==> src/rtl/cpfm_pkg.sv <==
// Shared types and constants for the clock page frame manager.
// Depends on nothing; used by the controller, datapath and top level.
package cpfm_pkg;

	localparam int NumFramesDefault = 16;
	localparam int FileW = 16;
	localparam int PageW = 32;
	localparam int PinW = 16;
	localparam logic [PinW-1:0] PinMax = '1;

	localparam logic [1:0] FUNC_READ = 2'd0;
	localparam logic [1:0] FUNC_ALLOC = 2'd1;
	localparam logic [1:0] FUNC_UNPIN = 2'd2;
	localparam logic [1:0] FUNC_DISPOSE = 2'd3;

	localparam logic [1:0] STAT_OK = 2'd0;
	localparam logic [1:0] STAT_EXCEEDED = 2'd1;
	localparam logic [1:0] STAT_NOT_PINNED = 2'd2;

	typedef struct packed {
		logic [1:0] func;
		logic [FileW-1:0] file_id;
		logic [PageW-1:0] page_no;
		logic mark_dirty;
	} req_t;

	typedef struct packed {
		logic [3:0] frame;
		logic hit;
		logic [1:0] status;
		logic fetch;
		logic writeback;
		logic [FileW-1:0] victim_file;
		logic [PageW-1:0] victim_page;
		logic delete_page;
	} rsp_t;

	// Controller to datapath commands.
	typedef struct packed {
		logic load;
		logic look_step;
		logic look_done;
		logic sweep_start;
		logic sweep_step;
		logic finish;
	} cmd_t;

	// Datapath to controller status.
	typedef struct packed {
		logic look_last;
		logic sweep_end;
	} sts_t;

endpackage

==> src/rtl/clock_page_frame_manager_unit.sv <==
// Top level of the clock page frame manager.
// Depends on cpfm_pkg, cpfm_ctrl and cpfm_dp.

// Each request runs the lookup scan over the frame table, then the decide
// and done states; a read or allocate that misses also runs the clock
// sweep between them, which clears the reference bits of frames that it
// passes. The result is then held on the output register; the next request
// is taken once it leaves.
module clock_page_frame_manager_unit #(
	parameter int NumFrames = cpfm_pkg::NumFramesDefault
) (
	input  logic clk,
	input  logic arst_n,
	input  logic in_valid,
	output logic in_stall,
	input  cpfm_pkg::req_t in_data,
	output logic out_valid,
	input  logic out_stall,
	output cpfm_pkg::rsp_t out_data
);

	cpfm_pkg::cmd_t cmd;
	cpfm_pkg::sts_t sts;
	logic need_sweep;

	// Sequencer.
	cpfm_ctrl u_ctrl (
		.clk(clk), .arst_n(arst_n), .in_valid(in_valid), .in_stall(in_stall),
		.out_valid(out_valid), .out_stall(out_stall), .need_sweep(need_sweep),
		.sts(sts), .cmd(cmd)
	);

	// Frame table and sweep datapath.
	cpfm_dp #(.NumFrames(NumFrames)) u_dp (
		.clk(clk), .arst_n(arst_n), .req(in_data), .cmd(cmd), .sts(sts),
		.need_sweep(need_sweep), .rsp(out_data)
	);

endmodule

==> src/rtl/cpfm_ctrl.sv <==
// Controller state machine of the clock page frame manager.
// Depends on cpfm_pkg; drives the datapath through cmd_t and reads sts_t.
module cpfm_ctrl (
	input  logic clk,
	input  logic arst_n,
	input  logic in_valid,
	output logic in_stall,
	output logic out_valid,
	input  logic out_stall,
	input  logic need_sweep,
	input  cpfm_pkg::sts_t sts,
	output cpfm_pkg::cmd_t cmd
);

	localparam logic [2:0] ST_IDLE = 3'd0;
	localparam logic [2:0] ST_LOOK = 3'd1;
	localparam logic [2:0] ST_DECIDE = 3'd2;
	localparam logic [2:0] ST_SWEEP = 3'd3;
	localparam logic [2:0] ST_DONE = 3'd4;

	logic [2:0] state_q;
	logic out_valid_q;
	logic take;

	// A new request enters only when idle and no result waits.
	assign in_stall = (state_q != ST_IDLE) || out_valid_q;
	assign take = in_valid && !in_stall;
	assign out_valid = out_valid_q;

	// Command decode.
	always_comb begin
		cmd = '0;
		cmd.load = take;
		case (state_q)
			ST_LOOK: begin
				cmd.look_step = 1'b1;
				cmd.look_done = sts.look_last;
			end
			ST_DECIDE: begin
				cmd.sweep_start = need_sweep;
				cmd.finish = !need_sweep;
			end
			ST_SWEEP: begin
				cmd.sweep_step = 1'b1;
				cmd.finish = sts.sweep_end;
			end
			default: ;
		endcase
	end

	// State register and output valid.
	always_ff @(posedge clk or negedge arst_n) begin
		if (!arst_n) begin
			state_q <= ST_IDLE;
			out_valid_q <= 1'b0;
		end else begin
			if (out_valid_q && !out_stall) out_valid_q <= 1'b0;
			case (state_q)
				ST_IDLE: if (take) state_q <= ST_LOOK;
				ST_LOOK: if (sts.look_last) state_q <= ST_DECIDE;
				ST_DECIDE: if (need_sweep) state_q <= ST_SWEEP;
					else state_q <= ST_DONE;
				ST_SWEEP: if (sts.sweep_end) state_q <= ST_DONE;
				ST_DONE: begin
					out_valid_q <= 1'b1;
					state_q <= ST_IDLE;
				end
				default: state_q <= ST_IDLE;
			endcase
		end
	end

	assert property (@(posedge clk) disable iff (!arst_n) out_valid |-> in_stall)
		else $error("request accepted while a result waits");
	assert property (@(posedge clk) disable iff (!arst_n)
		(state_q == ST_DONE) |=> out_valid)
		else $error("finished request did not raise a result");
	assert property (@(posedge clk) disable iff (!arst_n)
		cmd.load |=> (state_q == ST_LOOK))
		else $error("load did not start the lookup");

endmodule

==> src/rtl/cpfm_dp.sv <==
// Datapath of the clock page frame manager: frame table, lookup scan, sweep.
// Depends on cpfm_pkg; sequenced by cpfm_ctrl.
module cpfm_dp #(
	parameter int NumFrames = cpfm_pkg::NumFramesDefault
) (
	input  logic clk,
	input  logic arst_n,
	input  cpfm_pkg::req_t req,
	input  cpfm_pkg::cmd_t cmd,
	output cpfm_pkg::sts_t sts,
	output logic need_sweep,
	output cpfm_pkg::rsp_t rsp
);

	localparam int IdxW = (NumFrames > 1) ? $clog2(NumFrames) : 1;
	localparam int CntW = $clog2(NumFrames + 1);
	localparam logic [IdxW-1:0] LastIdx = IdxW'(NumFrames - 1);

	logic [NumFrames-1:0] valid_q, ref_q, dirty_q;
	logic [cpfm_pkg::PinW-1:0] pin_q [NumFrames];
	logic [cpfm_pkg::FileW-1:0] ftag_q [NumFrames];
	logic [cpfm_pkg::PageW-1:0] ptag_q [NumFrames];
	logic [IdxW-1:0] hand_q, scan_q, hit_idx_q;
	logic found_q;
	logic [CntW-1:0] pinned_q;
	cpfm_pkg::req_t req_q;
	cpfm_pkg::rsp_t rsp_q;

	logic match;
	logic [IdxW-1:0] nxt;
	logic is_rd;

	assign is_rd = req_q.func inside {cpfm_pkg::FUNC_READ, cpfm_pkg::FUNC_ALLOC};
	assign match = valid_q[scan_q] && ftag_q[scan_q] == req_q.file_id
		&& ptag_q[scan_q] == req_q.page_no;
	assign sts.look_last = (scan_q == LastIdx);
	assign need_sweep = is_rd && !found_q;
	assign nxt = (hand_q == LastIdx) ? '0 : hand_q + 1'b1;
	// The sweep ends on an invalid frame, an unpinned victim, or full pinning.
	assign sts.sweep_end = !valid_q[nxt] || (!ref_q[nxt] && (pin_q[nxt] == '0
		|| pinned_q == CntW'(NumFrames - 1)));
	assign rsp = rsp_q;

	// Tags carry no reset; they are only read for valid frames.
	always_ff @(posedge clk) begin
		if (cmd.load) req_q <= req;
		if (cmd.sweep_step && sts.sweep_end && !(valid_q[nxt] && pin_q[nxt] != '0)) begin
			ftag_q[nxt] <= req_q.file_id;
			ptag_q[nxt] <= req_q.page_no;
		end
	end

	// Frame state, hand and result build-up.
	always_ff @(posedge clk or negedge arst_n) begin
		if (!arst_n) begin
			valid_q <= '0;
			ref_q <= '0;
			dirty_q <= '0;
			for (int i = 0; i < NumFrames; i++) pin_q[i] <= '0;
			hand_q <= LastIdx;
			scan_q <= '0;
			hit_idx_q <= '0;
			found_q <= 1'b0;
			pinned_q <= '0;
			rsp_q <= '0;
		end else begin
			if (cmd.load) begin
				scan_q <= '0;
				found_q <= 1'b0;
				rsp_q <= '0;
			end
			if (cmd.look_step) begin
				if (match) begin
					found_q <= 1'b1;
					hit_idx_q <= scan_q;
				end
				if (!cmd.look_done) scan_q <= scan_q + 1'b1;
			end
			if (cmd.sweep_start) pinned_q <= '0;
			if (cmd.sweep_step) begin
				hand_q <= nxt;
				if (!valid_q[nxt] || (!ref_q[nxt] && pin_q[nxt] == '0)) begin
					if (valid_q[nxt] && dirty_q[nxt]) begin
						rsp_q.writeback <= 1'b1;
						rsp_q.victim_file <= ftag_q[nxt];
						rsp_q.victim_page <= ptag_q[nxt];
					end
					valid_q[nxt] <= 1'b1;
					ref_q[nxt] <= 1'b1;
					dirty_q[nxt] <= 1'b0;
					pin_q[nxt] <= cpfm_pkg::PinW'(1);
					rsp_q.frame <= 4'(nxt);
					rsp_q.fetch <= 1'b1;
				end else if (ref_q[nxt]) begin
					ref_q[nxt] <= 1'b0;
				end else begin
					pinned_q <= pinned_q + 1'b1;
					if (sts.sweep_end) rsp_q.status <= cpfm_pkg::STAT_EXCEEDED;
				end
			end
			// Non-sweep outcomes are settled in the decide state.
			if (cmd.finish && !cmd.sweep_step) begin
				rsp_q.delete_page <= (req_q.func == cpfm_pkg::FUNC_DISPOSE);
				if (found_q) begin
					rsp_q.frame <= 4'(hit_idx_q);
					rsp_q.hit <= 1'b1;
					case (req_q.func)
						cpfm_pkg::FUNC_READ, cpfm_pkg::FUNC_ALLOC: begin
							ref_q[hit_idx_q] <= 1'b1;
							if (pin_q[hit_idx_q] != cpfm_pkg::PinMax)
								pin_q[hit_idx_q] <= pin_q[hit_idx_q] + 1'b1;
						end
						cpfm_pkg::FUNC_UNPIN: begin
							if (pin_q[hit_idx_q] != '0) begin
								pin_q[hit_idx_q] <= pin_q[hit_idx_q] - 1'b1;
								if (req_q.mark_dirty) dirty_q[hit_idx_q] <= 1'b1;
							end else begin
								rsp_q.status <= cpfm_pkg::STAT_NOT_PINNED;
							end
						end
						default: begin
							valid_q[hit_idx_q] <= 1'b0;
							ref_q[hit_idx_q] <= 1'b0;
							dirty_q[hit_idx_q] <= 1'b0;
							pin_q[hit_idx_q] <= '0;
						end
					endcase
				end
			end
		end
	end

	assert property (@(posedge clk) disable iff (!arst_n)
		cmd.sweep_step |=> (hand_q == $past(nxt)))
		else $error("clock hand did not advance");
	assert property (@(posedge clk) disable iff (!arst_n)
		(cmd.sweep_step && !valid_q[nxt]) |=> rsp_q.fetch)
		else $error("free frame not taken");
	assert property (@(posedge clk) disable iff (!arst_n)
		cmd.sweep_start |-> !found_q)
		else $error("sweep started on a hit");

endmodule
==> config.mk <==
export PLATFORM = sky130hd
export DESIGN_NAME = clock_page_frame_manager_unit
export DESIGN_NICKNAME = d
export VERILOG_FILES = /design/src/rtl/cpfm_pkg.sv /design/src/rtl/clock_page_frame_manager_unit.sv /design/src/rtl/cpfm_ctrl.sv /design/src/rtl/cpfm_dp.sv
export SDC_FILE = /design/constraint.sdc
export NUM_CORES = 2
export LEC_CHECK = 0
export BUFFER_PORTS_ARGS = -buffer_cell sky130_fd_sc_hd__buf_2
export CORE_ASPECT_RATIO = 0.6
export CORE_MARGIN = 2
export CORE_UTILIZATION = 40
export CTS_BUF_LIST = sky130_fd_sc_hd__clkbuf_4 sky130_fd_sc_hd__clkbuf_8
export DETAILED_ROUTE_END_ITERATION = 8
export PLACE_DENSITY_LB_ADDON = 0.12
export REMOVE_ABC_BUFFERS = 1
export SYNTH_ARGS = -nofsm -noshare
export SYNTH_HDL_FRONTEND = slang
export SYNTH_SLANG_ARGS = --single-unit
==> constraint.sdc <==
create_clock -name clk -period 18.26 [get_ports clk]
set_clock_uncertainty 0.15 [all_clocks]
set_input_delay 0.913 -clock clk [delete_from_list [all_inputs] [get_ports clk]]
set_output_delay 0.913 -clock clk [all_outputs]
set_load 0.01 [all_outputs]
==> results.md <==
* CORE AREA at 139000 um^2
* Critical path class: register to register
* Hpwl dp at 114000 um
* Non-Filler Instances at 5440
* Synth top area cells: edfxtp_1, mux4_2, dfrtp_1
* Effective utilization at floorplan at 0.403
* IO buf count at 114
* Clock transition at path regs at 70 ps
* DRC errors left at 0
* GRT Util Overall at 0.257
* Synth top area share at 0.439
* Clock sink count at 1203
* Final global-route overflow total at 0
* Io pins at 115
* Crit path DAT at 7220 ps
* Final setup violating endpoints at 0
* Tightest Pin Transition at 1320 ps
* Distinct cells, synth at 94
* Final worst slack at 11390 ps
* CTS resizes at 0
* Post-synthesis async set-or-reset flop share at 0.319
* Crit start category: register
* Per-cell routed wire length at 33.7 um
* Max Slew Vio Count at 0
* Vias per Instance at 6.49
* Seq/Total Area, Yosys at 0.611
* First-pass GRT wire length at 265000 um
* Number of synthesized flops with an enable pin at 819
* Final period utilization at 0.376
* Hold Violations, Final at 0
* VDD IR max at 0.109 mV
* Final Hold Slack at 75.9 ps
* Chip Height at 294 um
* FP Rows at 106
* RSZ-0062 raised after global routing: no
* Worst slack at placement at 11380 ps
* Die Wd at 487 um
* Yosys reg bits at 1203
* Largest net degree at the start of global routing at 153
* Worst-path fanout max at 44
* Die area at 143000 um^2
* Routed WL at 183000 um
* Drt initial violations at 4704
* Dpl cells at 5045
* Layout cells sized above 1 at 0.314
* Max Clk Rate at 145 MHz
* Synth area leader: edfxtp_1
* Crit. End Element: register
* First-pass DRT Iterations at 5
* Period minus WS final at 6870 ps
* Routed Antenna Nets at 0
* Clk Latency, worst-skew pair at 920 ps
* Average cell area after synthesis at 17.2 um^2
* Hold WC Path Type: input pin to register
* Pwr Density at 147 nW/um^2
* Final net count at 3504
* Sum of negative setup slack at 0 ps
* Syn-to-layout area delta at 12.1%
* Leak at 22.0 nW
* H-tree depth at 4
* Post-synthesis cell area at 56000 um^2
* Worst path required time at 18610 ps
* Max Root-Sink Buffers at 3
* Root Driver: clkbuf_8
* Max cap viols at 0
* Dominant synthesized flop cell: edfxtp_1
* Initial antenna violation count at 10
* Global placer's final weighted congestion at 0.942
* Total CTS buffers at 183
* Vias in the first global route at 35500
* Status: finished clean
* Vias at 35300
* CTS tree: done
* Slew headroom at 0.118
* Yosys Warn Count at 0
* Post-Syn Instances at 3262
kinds of logic after synthesis:
family          after synthesis  synth area share
compound gates              489            0.0714
xor+xnor                     46           0.00719
fa+ha+maj                     9           0.00201
buf+inv                     265            0.0230
flops                      1203             0.611
mux                         601             0.230
simple gates                649            0.0560
where the power goes:
part | internal, mW | leakage [nW] | switching [mW] | total (mW)
Sequential | 3.17 | 12.7 | 0.260 | 3.43
Clock | 1.27 | 2.06 | 1.12 | 2.39
Combinational | 1.47 | 7.24 | 1.93 | 3.40
what timing repair did:
action                    4_1_cts  5_1_grt
hold endpoints to repair      134        0
hold buffers                   46        0
setup buffers                   0        0
registers in the layout (all words and copies together), names as in the netlist:
name and flops:
u_dp.req_q 51, u_dp.pinned_q 5, u_dp.hand_q 4, u_dp.ref_q 16, u_dp.found_q 1, u_dp.scan_q 4, u_dp.ftag_q 256, u_dp.pin_q 256
u_dp.hit_idx_q 4, u_dp.rsp 58, u_dp.ptag_q 512, u_dp.dirty_q 16, u_ctrl.out_valid 1, u_dp.valid_q 16, u_ctrl.state_q 3
layout make-up:
cell class	count	area [um^2]
fillers	12100	76300
flip-flops and latches	1203	34200
multi-input cells	1794	20600
clock buffers	274	3400
well taps	1836	2300
repair buffers	228	1590
clock inverters	71	493
inverters	30	133
diodes	4	10.0
through the flow:
step	area, um^2	utilization	power [mW]
6_report	62800	0.451	9.23
3_3_place_gp	58400	0.420	6.86
2_1_floorplan	54800	-	6.12
5_1_grt	62800	0.451	9.62
3_5_place_dp	58400	0.420	6.87
4_1_cts	62800	0.451	9.28
cells in the mapped netlist (11+ instances only):
master,instances
a21oi_1,29
a22o_1,183
a22oi_1,27
a32oi_1,14
buf_1,11
buf_2,79
buf_4,24
buf_6,14
clkbuf_1,107
dfrtp_1,380
edfxtp_1,819
inv_1,21
mux2i_1,44
mux4_2,545
nand2_1,247
nand3_1,108
nand4_1,16
nor2_1,107
nor2_4,11
nor2b_1,13
nor3_1,26
nor4_1,55
o21a_1,15
o21ai_0,31
o22ai_1,41
o2bb2ai_1,65
xnor2_1,38
cell usage in the layout, fill, tap and decap left out, drive strengths merged, types with 12 or more instances in the layout:
cell,n
edfxtp,819
mux4,545
dfrtp,380
clkbuf,274
nand2,250
a22o,183
buf,182
nor2,120
nand3,108
clkinv,69
o2bb2ai,65
nor4,58
mux2i,48
dlygate4sd3,46
o22ai,42
xnor2,38
o21ai,34
a21oi,34
a22oi,30
nor3,26
inv,24
nand4,19
o21a,16
a32oi,14
nor2b,13
a221oi,12
final timing paths:
path	cells past startpoint	startpoint	end	slack, ps
setup / recovery	11	u_dp.hand_q[0]	u_dp.ftag_q[7][7]	11390
hold / removal	1	in_data[32]	u_dp.req_q[32]	80
setup reg to reg	11	u_dp.hand_q[0]	u_dp.ftag_q[7][7]	11390
hold reg to reg	2	u_dp.rsp[49]	u_dp.rsp[49]	320
max in group asynchronous	5	arst_n	u_dp.rsp[38]	14220
min in group asynchronous	2	arst_n	u_dp.pin_q[37]	480
worst max-delay path, cell delays in order, from the launching register on:
cell and delay [ps]:
dfstp_2 630, ha_1 370, a31o_4 800, buf_4 850, a311oi_1 210, a311o_1 470, a221oi_1 410, a41oi_1 400
nor2_1 630, nand2_1 210, clkinv_2 430, buf_4 750
metal layers:
| metal | track usage | up-vias | share of wire |
|---|---|---|---|
| met3 | 0.0800 | 248 | 0.11 |
| met4 | 0.0587 | 4 | 0.017 |
| met2 | 0.336 | 2011 | 0.41 |
| li1 | - | 13900 | - |
| met1 | 0.410 | 19100 | 0.46 |
| met5 | 0 | - | 0.00098 |
Power figures use the tool's default switching activity.
